$ cat src/ctfm_pkg.sv
package ctfm_pkg;

    // Table and data sizes
    localparam int KEY_SLOTS  = 8;
    localparam int LEVEL_BITS = 16;
    localparam int IDX_W      = $clog2(KEY_SLOTS);
    localparam int CNT_W      = $clog2(KEY_SLOTS + 1);
    localparam int CH_BITS    = 8;
    localparam int CHANNELS   = 4;
    localparam int COLOR_BITS = CH_BITS * CHANNELS;
    localparam int WORK_BITS  = LEVEL_BITS + CH_BITS;
    localparam int DIV_STEPS  = CH_BITS;
    localparam int DCNT_W     = $clog2(DIV_STEPS);

    // Item kinds
    localparam logic [1:0] MODE_CLEAR  = 2'd0;
    localparam logic [1:0] MODE_INSERT = 2'd1;
    localparam logic [1:0] MODE_MAP    = 2'd2;

    // Result status codes
    localparam logic [1:0] STAT_OK    = 2'd0;
    localparam logic [1:0] STAT_FULL  = 2'd1;
    localparam logic [1:0] STAT_EMPTY = 2'd2;

    // Controller to datapath commands
    typedef struct packed {
        logic load;
        logic clear;
        logic scan;
        logic insert;
        logic mul;
        logic div;
        logic out_load;
    } ctfm_cmd_t;

    // Datapath to controller status
    typedef struct packed {
        logic [1:0] mode;
        logic       full;
        logic       empty;
        logic       scan_stop;
        logic       scan_first;
        logic       scan_end;
    } ctfm_stat_t;

endpackage

$ cat src/color_transfer_function_map.sv
// Clear, an insert on a full table, a map on an empty table and an unused mode go from
// decode straight to the result; an insert scans the keys and then writes the new one, and
// a map scans the keys, then multiplies and divides unless the scan stops at the first key
// or past the last. One item in flight: a new item is taken the cycle after its
// predecessor's result is loaded. The key scan walks one key a cycle and the divider
// resolves one quotient bit a cycle for all four channels. Reset clears the key count, the
// swap register and both handshakes; key storage is not cleared.
module color_transfer_function_map
    import ctfm_pkg::*;
(
    input  logic        clk,
    input  logic        rst_n,
    input  logic        s_tvalid,
    output logic        s_tready,
    input  logic [79:0] s_tdata,   // intensity[15:0], color_left[47:16], color_right[79:48]
    input  logic [1:0]  s_tuser,   // mode[1:0]
    output logic        m_tvalid,
    input  logic        m_tready,
    output logic [31:0] m_tdata,   // color[31:0]
    output logic [1:0]  m_tuser,   // status[1:0]
    input  logic        cfg_valid,
    output logic        cfg_ready,
    input  logic        cfg_data
);

    ctfm_cmd_t  cmd;
    ctfm_stat_t stat;

    // Register writes are always taken
    assign cfg_ready = 1'b1;

    ctfm_ctrl u_ctrl (
        .clk       (clk),
        .rst_n     (rst_n),
        .in_valid  (s_tvalid),
        .in_ready  (s_tready),
        .out_valid (m_tvalid),
        .out_ready (m_tready),
        .stat      (stat),
        .cmd       (cmd)
    );

    ctfm_dpath u_dpath (
        .clk         (clk),
        .rst_n       (rst_n),
        .cmd         (cmd),
        .stat        (stat),
        .cfg_write   (cfg_valid),
        .cfg_swap    (cfg_data),
        .mode        (s_tuser),
        .intensity   (s_tdata[15:0]),
        .color_left  (s_tdata[47:16]),
        .color_right (s_tdata[79:48]),
        .color       (m_tdata),
        .status      (m_tuser)
    );

endmodule

$ cat src/ctfm_ctrl.sv
module ctfm_ctrl
    import ctfm_pkg::*;
(
    input  logic       clk,
    input  logic       rst_n,
    input  logic       in_valid,
    output logic       in_ready,
    output logic       out_valid,
    input  logic       out_ready,
    input  ctfm_stat_t stat,
    output ctfm_cmd_t  cmd
);

    localparam logic [2:0] ST_IDLE   = 3'd0;
    localparam logic [2:0] ST_DECODE = 3'd1;
    localparam logic [2:0] ST_SCAN   = 3'd2;
    localparam logic [2:0] ST_INSERT = 3'd3;
    localparam logic [2:0] ST_MUL    = 3'd4;
    localparam logic [2:0] ST_DIV    = 3'd5;
    localparam logic [2:0] ST_RESULT = 3'd6;

    logic [2:0]        state_reg;
    logic [2:0]        state_next;
    logic [DCNT_W-1:0] dcnt_reg;
    logic [DCNT_W-1:0] dcnt_next;
    logic              out_valid_reg;
    logic              out_valid_next;

    assign in_ready  = (state_reg == ST_IDLE);
    assign out_valid = out_valid_reg;

    // Sequence one item at a time
    always_comb
    begin
        state_next = state_reg;
        dcnt_next  = dcnt_reg;
        cmd        = '0;
        case (state_reg)
            ST_IDLE:
            begin
                if (in_valid)
                begin
                    cmd.load   = 1'b1;
                    state_next = ST_DECODE;
                end
            end
            ST_DECODE:
            begin
                case (stat.mode)
                    MODE_CLEAR:
                    begin
                        cmd.clear  = 1'b1;
                        state_next = ST_RESULT;
                    end
                    MODE_INSERT:
                        state_next = stat.full ? ST_RESULT : ST_SCAN;
                    MODE_MAP:
                        state_next = stat.empty ? ST_RESULT : ST_SCAN;
                    default:
                        state_next = ST_RESULT;
                endcase
            end
            ST_SCAN:
            begin
                cmd.scan = 1'b1;
                if (stat.scan_stop)
                begin
                    if (stat.mode == MODE_INSERT)
                        state_next = ST_INSERT;
                    else if (stat.scan_first || stat.scan_end)
                        state_next = ST_RESULT;
                    else
                        state_next = ST_MUL;
                end
            end
            ST_INSERT:
            begin
                cmd.insert = 1'b1;
                state_next = ST_RESULT;
            end
            ST_MUL:
            begin
                cmd.mul    = 1'b1;
                dcnt_next  = '0;
                state_next = ST_DIV;
            end
            ST_DIV:
            begin
                cmd.div   = 1'b1;
                dcnt_next = dcnt_reg + 1'b1;
                if (dcnt_reg == DCNT_W'(DIV_STEPS - 1))
                    state_next = ST_RESULT;
            end
            ST_RESULT:
            begin
                if (!out_valid_reg || out_ready)
                begin
                    cmd.out_load = 1'b1;
                    state_next   = ST_IDLE;
                end
            end
            default:
                state_next = ST_IDLE;
        endcase
    end

    // Hold the result until the output transaction completes
    always_comb
    begin
        out_valid_next = out_valid_reg;
        if (cmd.out_load)
            out_valid_next = 1'b1;
        else if (out_ready)
            out_valid_next = 1'b0;
    end

    always_ff @(posedge clk or negedge rst_n)
    begin
        if (!rst_n)
        begin
            state_reg     <= ST_IDLE;
            dcnt_reg      <= '0;
            out_valid_reg <= 1'b0;
        end
        else
        begin
            state_reg     <= state_next;
            dcnt_reg      <= dcnt_next;
            out_valid_reg <= out_valid_next;
        end
    end

endmodule

$ cat src/ctfm_dpath.sv
module ctfm_dpath
    import ctfm_pkg::*;
(
    input  logic                  clk,
    input  logic                  rst_n,
    input  ctfm_cmd_t             cmd,
    output ctfm_stat_t            stat,
    input  logic                  cfg_write,
    input  logic                  cfg_swap,
    input  logic [1:0]            mode,
    input  logic [15:0]           intensity,
    input  logic [COLOR_BITS-1:0] color_left,
    input  logic [COLOR_BITS-1:0] color_right,
    output logic [COLOR_BITS-1:0] color,
    output logic [1:0]            status
);

    // Key table
    logic [LEVEL_BITS-1:0] key_level_reg [KEY_SLOTS];
    logic [COLOR_BITS-1:0] key_left_reg  [KEY_SLOTS];
    logic [COLOR_BITS-1:0] key_right_reg [KEY_SLOTS];
    logic [CNT_W-1:0]      count_reg;
    logic                  swap_reg;

    // Current item
    logic [1:0]            mode_reg;
    logic [LEVEL_BITS-1:0] level_reg;
    logic [COLOR_BITS-1:0] cl_reg;
    logic [COLOR_BITS-1:0] cr_reg;
    logic                  full_reg;
    logic                  empty_reg;

    // Search
    logic [CNT_W-1:0]      idx_reg;
    logic [CNT_W-1:0]      pos_reg;
    logic                  first_reg;
    logic                  end_reg;
    logic [LEVEL_BITS-1:0] lo_level_reg;
    logic [COLOR_BITS-1:0] lo_right_reg;
    logic [LEVEL_BITS-1:0] hi_level_reg;
    logic [COLOR_BITS-1:0] hi_left_reg;
    logic [LEVEL_BITS-1:0] scan_level;
    logic                  in_range;
    logic                  greater;

    // Interpolation lanes
    logic [WORK_BITS-1:0]  work_reg [CHANNELS];
    logic                  neg_reg  [CHANNELS];
    logic [LEVEL_BITS-1:0] den_reg;
    logic [LEVEL_BITS-1:0] num;
    logic [COLOR_BITS-1:0] blend;
    logic [COLOR_BITS-1:0] mapped;

    // Output
    logic [COLOR_BITS-1:0] color_reg;
    logic [1:0]            status_reg;
    logic [COLOR_BITS-1:0] color_next;
    logic [1:0]            status_next;

    // Compare the sample with the key under the scan pointer
    assign scan_level = key_level_reg[idx_reg[IDX_W-1:0]];
    assign in_range   = (idx_reg != count_reg);
    assign greater    = in_range && (level_reg > scan_level);

    assign stat.mode       = mode_reg;
    assign stat.full       = full_reg;
    assign stat.empty      = empty_reg;
    assign stat.scan_stop  = !greater;
    assign stat.scan_first = (idx_reg == '0);
    assign stat.scan_end   = !in_range;

    assign num = level_reg - lo_level_reg;

    // Control state: count, swap, scan pointer
    always_ff @(posedge clk or negedge rst_n)
    begin
        if (!rst_n)
        begin
            count_reg <= '0;
            swap_reg  <= 1'b0;
            idx_reg   <= '0;
        end
        else
        begin
            if (cfg_write)
                swap_reg <= cfg_swap;
            if (cmd.load)
                idx_reg <= '0;
            else if (cmd.scan && greater)
                idx_reg <= idx_reg + 1'b1;
            if (cmd.clear)
                count_reg <= '0;
            else if (cmd.insert)
                count_reg <= count_reg + 1'b1;
        end
    end

    // Capture the item and the search bounds
    always_ff @(posedge clk)
    begin
        if (cmd.load)
        begin
            mode_reg  <= mode;
            level_reg <= LEVEL_BITS'(intensity);
            cl_reg    <= color_left;
            cr_reg    <= color_right;
            full_reg  <= (count_reg == CNT_W'(KEY_SLOTS));
            empty_reg <= (count_reg == '0);
        end
        if (cmd.scan)
        begin
            if (greater)
            begin
                lo_level_reg <= scan_level;
                lo_right_reg <= key_right_reg[idx_reg[IDX_W-1:0]];
            end
            else
            begin
                if (in_range)
                begin
                    hi_level_reg <= scan_level;
                    hi_left_reg  <= key_left_reg[idx_reg[IDX_W-1:0]];
                end
                pos_reg   <= idx_reg;
                first_reg <= (idx_reg == '0);
                end_reg   <= !in_range;
            end
        end
    end

    // Open a gap at the insert position and write the new key
    always_ff @(posedge clk)
    begin
        if (cmd.insert)
        begin
            if (pos_reg == '0)
            begin
                key_level_reg[0] <= level_reg;
                key_left_reg[0]  <= cl_reg;
                key_right_reg[0] <= cr_reg;
            end
            for (int i = 1; i < KEY_SLOTS; i++)
            begin
                if (CNT_W'(i) == pos_reg)
                begin
                    key_level_reg[i] <= level_reg;
                    key_left_reg[i]  <= cl_reg;
                    key_right_reg[i] <= cr_reg;
                end
                else if (CNT_W'(i) > pos_reg && CNT_W'(i) <= count_reg)
                begin
                    key_level_reg[i] <= key_level_reg[i-1];
                    key_left_reg[i]  <= key_left_reg[i-1];
                    key_right_reg[i] <= key_right_reg[i-1];
                end
            end
        end
    end

    // Multiply the channel difference by the offset, then divide one bit a cycle
    always_ff @(posedge clk)
    begin
        if (cmd.mul)
            den_reg <= hi_level_reg - lo_level_reg;
        for (int c = 0; c < CHANNELS; c++)
        begin
            logic [CH_BITS-1:0]  b;
            logic [CH_BITS-1:0]  t;
            logic [CH_BITS-1:0]  mag;
            logic [LEVEL_BITS:0] trial;
            b     = lo_right_reg[c*CH_BITS +: CH_BITS];
            t     = hi_left_reg[c*CH_BITS +: CH_BITS];
            mag   = (t < b) ? (b - t) : (t - b);
            trial = {work_reg[c][WORK_BITS-1:CH_BITS], work_reg[c][CH_BITS-1]};
            if (cmd.mul)
            begin
                neg_reg[c]  <= (t < b);
                work_reg[c] <= {{LEVEL_BITS{1'b0}}, mag} * {{CH_BITS{1'b0}}, num};
            end
            else if (cmd.div)
            begin
                if (trial >= {1'b0, den_reg})
                begin
                    trial       = trial - {1'b0, den_reg};
                    work_reg[c] <= {trial[LEVEL_BITS-1:0], work_reg[c][CH_BITS-2:0], 1'b1};
                end
                else
                begin
                    work_reg[c] <= {trial[LEVEL_BITS-1:0], work_reg[c][CH_BITS-2:0], 1'b0};
                end
            end
        end
    end

    // Apply the signed quotient to the lower key's right color
    always_comb
    begin
        for (int c = 0; c < CHANNELS; c++)
        begin
            if (neg_reg[c])
                blend[c*CH_BITS +: CH_BITS] = lo_right_reg[c*CH_BITS +: CH_BITS]
                                              - work_reg[c][CH_BITS-1:0];
            else
                blend[c*CH_BITS +: CH_BITS] = lo_right_reg[c*CH_BITS +: CH_BITS]
                                              + work_reg[c][CH_BITS-1:0];
        end
    end

    // Pick the mapped color and form the result
    always_comb
    begin
        if (first_reg)
            mapped = hi_left_reg;
        else if (end_reg)
            mapped = lo_right_reg;
        else
            mapped = blend;

        color_next  = '0;
        status_next = STAT_OK;
        case (mode_reg)
            MODE_INSERT:
            begin
                if (full_reg)
                    status_next = STAT_FULL;
            end
            MODE_MAP:
            begin
                if (empty_reg)
                    status_next = STAT_EMPTY;
                else if (swap_reg)
                    color_next = {mapped[31:24], mapped[7:0], mapped[15:8], mapped[23:16]};
                else
                    color_next = mapped;
            end
            default:
            begin
                color_next  = '0;
                status_next = STAT_OK;
            end
        endcase
    end

    // Output register
    always_ff @(posedge clk)
    begin
        if (cmd.out_load)
        begin
            color_reg  <= color_next;
            status_reg <= status_next;
        end
    end

    assign color  = color_reg;
    assign status = status_reg;

endmodule

$ cat config.mk
export PLATFORM = sky130hd
export DESIGN_NAME = color_transfer_function_map
export DESIGN_NICKNAME = d
export VERILOG_FILES = /design/src/ctfm_pkg.sv /design/src/color_transfer_function_map.sv /design/src/ctfm_ctrl.sv /design/src/ctfm_dpath.sv
export SDC_FILE = /design/constraint.sdc
export NUM_CORES = 2
export LEC_CHECK = 0
export BUFFER_PORTS_ARGS = -buffer_cell sky130_fd_sc_hd__buf_2
export CAP_MARGIN = 20
export CORE_MARGIN = 2
export CORE_UTILIZATION = 65
export CTS_BUF_LIST = sky130_fd_sc_hd__clkbuf_2
export DETAILED_ROUTE_END_ITERATION = 6
export GPL_ROUTABILITY_DRIVEN = 1
export GPL_TIMING_DRIVEN = 0
export PLACE_DENSITY = 0.9
export SLEW_MARGIN = 20
export SYNTH_ARGS = -nofsm -noshare
export SYNTH_HDL_FRONTEND = slang
export SYNTH_HIERARCHICAL = 1
export SYNTH_SLANG_ARGS = --single-unit
export TNS_END_PERCENT = 50
$ cat constraint.sdc
create_clock -name clk -period 17.9 [get_ports clk]
set_input_delay 0.895 -clock clk [delete_from_list [all_inputs] [get_ports clk]]
set_output_delay 0.895 -clock clk [all_outputs]
set_load 0.03 [all_outputs]
## After elaboration in Yosys (flattened, before gate mapping)

Memory sizes are Yosys's and may differ from the RTL's. A register that Yosys moved wholly into a read port is not among the register bits.
Cells that the tools add are included.

- Output and inout bits: 37
- Logic and storage cells: 313
- RAM bits: 740
- Register bits: 188
- Memories kept: 5
- Bits of input ports: 88

- Muxes and demuxes: 156
- Reduce and logical (&&, ||, !) cells: 27
- $mul: 4
- Eq/ne operators: 22
- Order comparisons: 23
- $add $sub $neg: 25
- Bitwise logic cells: 31

Memories:

| memory | depth | width | read ports | clocked after memory_dff | wr ports | RTL line | text |
|---|---|---|---|---|---|---|---|
| u_dpath.key_left_reg | 8 | 32 | 8 | 1 | 8 | ctfm_dpath.sv:20 | `logic [COLOR_BITS-1:0] key_left_reg [KEY_SLOTS];` |
| u_dpath.key_right_reg | 8 | 32 | 8 | 1 | 8 | ctfm_dpath.sv:21 | `logic [COLOR_BITS-1:0] key_right_reg [KEY_SLOTS];` |
| u_dpath.key_level_reg | 8 | 16 | 8 | 0 | 8 | ctfm_dpath.sv:19 | `logic [LEVEL_BITS-1:0] key_level_reg [KEY_SLOTS];` |
| u_dpath.work_reg | 4 | 24 | 4 | 0 | 4 | ctfm_dpath.sv:47 | `logic [WORK_BITS-1:0] work_reg [CHANNELS];` |
| u_dpath.neg_reg | 4 | 1 | 4 | 0 | 4 | ctfm_dpath.sv:48 | `logic neg_reg [CHANNELS];` |

Operator list:

| operator | count |
|---|---|
| two-way mux 32 bit | 16 |
| two-way mux 24 bit | 9 |
| two-way mux 16 bit | 7 |
| two-way mux 1 bit | 99 |
| multiplier 8 x 16 -> 24 bit | 4 |
| subtractor 16 bit | 6 |
| subtractor 8 bit | 12 |
| greater-or-equal comparator 17 x 16 -> 1 bit | 4 |
| two-way mux 8 bit | 8 |
| adder 8 bit | 4 |
| < comparator 8 bit | 4 |
| OR 1 bit | 29 |
| two-way mux 3 bit | 7 |
| one-hot mux 3 bit (7 select lines) | 1 |
| equality test 3 x 4 -> 1 bit, first input constant | 4 |
| > comparator 16 bit | 1 |
| > comparator 3 x 4 -> 1 bit, first input constant | 4 |
| <= comparator 3 x 4 -> 1 bit, first input constant | 4 |
| two-way mux 4 bit | 4 |
| equality test 3 bit, second input constant | 4 |
| logical NOT 4 bit | 3 |
| one-hot mux 3 bit (2 select lines) | 2 |
| logical AND 1 bit | 9 |
| adder 4 x 1 -> 4 bit, second input constant | 2 |
| other kinds (27) | 41 |

## Logic depth before layout (Yosys ltp)

An unclocked memory read counts as a cell.

- Depth in word-level cells: 8
- Depth in mapped cells: 33
- Mapped depth without buffers: 31

## By module

Netlist, hierarchy kept.

Modules (own cells, without submodules):

| module | area an instance (um^2) | instances | cells each | seq. area each (um^2) |
|---|---|---|---|---|
| ctfm_dpath | 67,981.4 | 1 | 5,518 | 29,533.3 |
| ctfm_ctrl | 501.7 | 1 | 58 | 175.2 |
| color_transfer_function_map | 11.3 | 1 | 2 | 0.0 |

## Worst setup path after synthesis

OpenSTA, ideal clock, no wires.

- Path type: register to register
- From: register u_ctrl.state_reg[2]
- To: memory u_dpath/key_left_reg[1][0] (netlist bit) (enable)
- Path slack: 10.026 ns
- Library setup time: 0.637 ns
- Arrival: 7.237 ns
- Buffers on the path: 3
- Data required time: 17.263 ns
- Cell stages (with the launch flop): 8
- Period minus slack after synthesis: 7.874 ns
- Cells stage by stage: dfrtp_1 > buf_6 > nor2_1 > clkbuf_1 > nor2b_1 > nand2b_1 > clkbuf_1 > a211oi_1

RTL lines:

| item | RTL line | text |
|---|---|---|
| start, declared | ctfm_ctrl.sv:22 | `logic [2:0] state_reg;` |
| start signal, assigned | ctfm_ctrl.sv:127 | `state_reg <= state_next;` |
| end, declared | ctfm_dpath.sv:20 |  |

==> qor.yml <==
cts_max_level: 4
rsz0062_at_grt: "false"
skew_ns: 0.266
synth_edf_count: 976
hp-class: "in -> reg"
rows: 119
critPathMaxStageDelay_ns: 0.87
cts_root_buf: "clkbuf_2"
grt_max_degree: 52
synth_top_area_share_pct: 42.8
chipWidth_um: 329
synth_common_cells: "edfxtp_1 (976), mux2_2 (630), nor2_1 (621)"
wirelength_um: 218000
drt-vias-per-instance: 6.62
ff2ff_path_depth: 28
fmax_mhz: 106
crit_top_cell: "fa_1"
syn_inst: 5578
period_needed_ns: 9.43
fin_crit_sh_pct: 52.7
fin_hold_ws_ns: 0.175
hold_depth: 4
ys_ff_latch: 992
clk_latency_ns: 1.82
yosys.cell_count.top_type: "edfxtp_1"
grt-ovfl-total: 0
avgSynthCellArea_um2: 12.3
cts_buffer_depth: 3
ys_top_cells_by_area: "edfxtp_1 (43%), mux2_2 (10%), fa_1 (10%), ha_1 (7.2%), mux4_2 (5.3%)"
netlist_area_mm2: 0.0685
core_mm2: 0.105
ys_warn_count: 6
synth_top_flop_cell: "edfxtp_1"
pin_count: 125
antenna_found_initial: 13
ys_seq_area_share_pct: 43.4
area.growth.synth_to_final_pct: 11.0
place_congestion: 1.00
fp.dieArea_mm2: 0.108
cap_violations: 0
tns_ns: 0
io_buffer_count: 123
synth_cell_types: 91
worst_pin_slew_ns: 1.27
setup_viol: 0
grt_pass1_vias: 52500
drcViolationCount: 1
cp_data_arrival_time_ns: 10.76
dr_total_vias: 51400
cts_buffers: 235
crit_path_max_fanout: 10
maxSlewHeadroom_pct: 15.5
async_flop_share_pct: 1.61
start_kind: "register"
violations: "DRC"
endpoint_kind: "register"
wl_per_cell_um: 28.0
path_depth: 28
cp_slowest_cell: "a2111oi_0"
die_h_um: 329
critPathTopFamily: "adder cells"
initial_core_util_pct: 65.3
hpwl_um: 150000
cp.required_ns: 19.23
critical_path_class: "reg -> reg"
drt-initial-drc-count: 6881
crit_buf_inv: 6
first_pass_iters: 7
drive_gt1_share_pct: 23.7
postSynthNetCount: 6416
yosys.area.top_type: "edfxtp_1"
layout.nets: 7012
slew_violations: 0
grt_usage_pct: 40.5
clock_sinks: 992
ant_nets: 0
grt_pass1_wl_um: 323000
path_clk_slew_ns: 0.18
cts_tree: "yes"
finalHoldViolCount: 0
fillCellCount: 6577
status: "finished with violations"
[per-layer routing]
layer | up-vias | routed length, um | track usage (%)
met5 | - | 32 | 0
met4 | 6 | 18400 | 29.5
met3 | 1071 | 27200 | 12.2
met2 | 4225 | 99000 | 62.8
met1 | 24800 | 72800 | 48.3
li1 | 21300 | - | -
[layout by cell type (no fill, tap or decap), types with 59 or more instances in the layout]
cell	synthesis	routed
xor2_1	68	68
o21ai_0	168	166
xnor2_1	121	121
nor3_1	74	73
nor2_1	621	618
edfxtp_1	976	976
buf_2	21	148
fa_1	354	354
a21oi_1	188	188
nand2_1	173	173
mux2i_1	97	97
clkinv_1	0	59
dlygate4sd3_1	0	172
or2_2	63	62
inv_1	576	576
mux2_2	630	630
ha_1	396	396
mux4_2	160	160
clkbuf_1	196	185
clkbuf_2	0	352
[metrics by stage]
stage,instance area [um^2],setup slack (ns),util (%),std cells
finish,76100,8.47,72.5,7767
global route,76000,8.33,72.4,7760
CTS,76000,8.78,72.4,7754
detailed placement,72000,8.96,68.6,7154
global placement,70900,3.41,67.5,7092
floorplan,68500,10.03,-,5578
[logic make-up (layout without fill, tap and decap cells)]
family / after synthesis / after routing / share of synthesized area, %
xor gates and xnor gates: 192 / 192 / 2.49
AOI/OAI and AO/OA: 730 / 730 / 6.87
DFF: 992 / 992 / 43.4
adders and majority gates: 750 / 750 / 17.6
muxes: 893 / 893 / 17.1
and+or+nand+nor: 1188 / 1188 / 7.85
other: 1 / 12 / 0.00547
buffers and inverters: 832 / 1619 / 4.70
[layout make-up]
class                           instances  area, um^2  share of cell area [%]
Clock buffer                          339        1700                    2.23
Buffer                                256        1080                    1.42
Tap cell                             1391        1740                    2.29
Timing Repair Buffer                  359        3370                    4.43
Sequential cell                       992       29700                    39.1
Antenna cell                           11        27.5                  0.0362
Clock inverter                         89         552                   0.725
Multi-Input combinational cell       3754       35700                    47.0
Inverter                              576        2160                    2.84
[what timing repair did]
action,in CTS,in global routing
hold buffers,172,0
hold endpoints to repair,140,0
gates resized for setup,0,0
setup endpoints to repair,0,0
setup buffers,0,0
[worst paths after layout]
path,startpoint,endpoint,slack [ns]
min in group asynchronous,rst_n,u_dpath/count_reg[3],0.40
min,m_tready,u_ctrl/out_valid,0.18
max reg2reg,u_dpath/level_reg[0],u_dpath/work_reg[0][23],8.47
max,u_dpath/level_reg[0],u_dpath/work_reg[0][23],8.47
max in group asynchronous,rst_n,u_dpath/idx_reg[1],16.69
min reg2reg,u_dpath/idx_reg[1],u_dpath/pos_reg[1],0.43
[worst register-to-register path: cells and delay by family, from the launching register on]
family	cells	cell delay, ns
simple gates	5	1.24
fa+ha+maj	7	2.97
flops	1	0.50
xor+xnor	1	0.72
buf+inv	6	1.24
compound gates	9	2.53
Power is left out: the tool's default activity adds up to more than one toggle a clock period on the data nets, which glitch-free logic cannot reach.
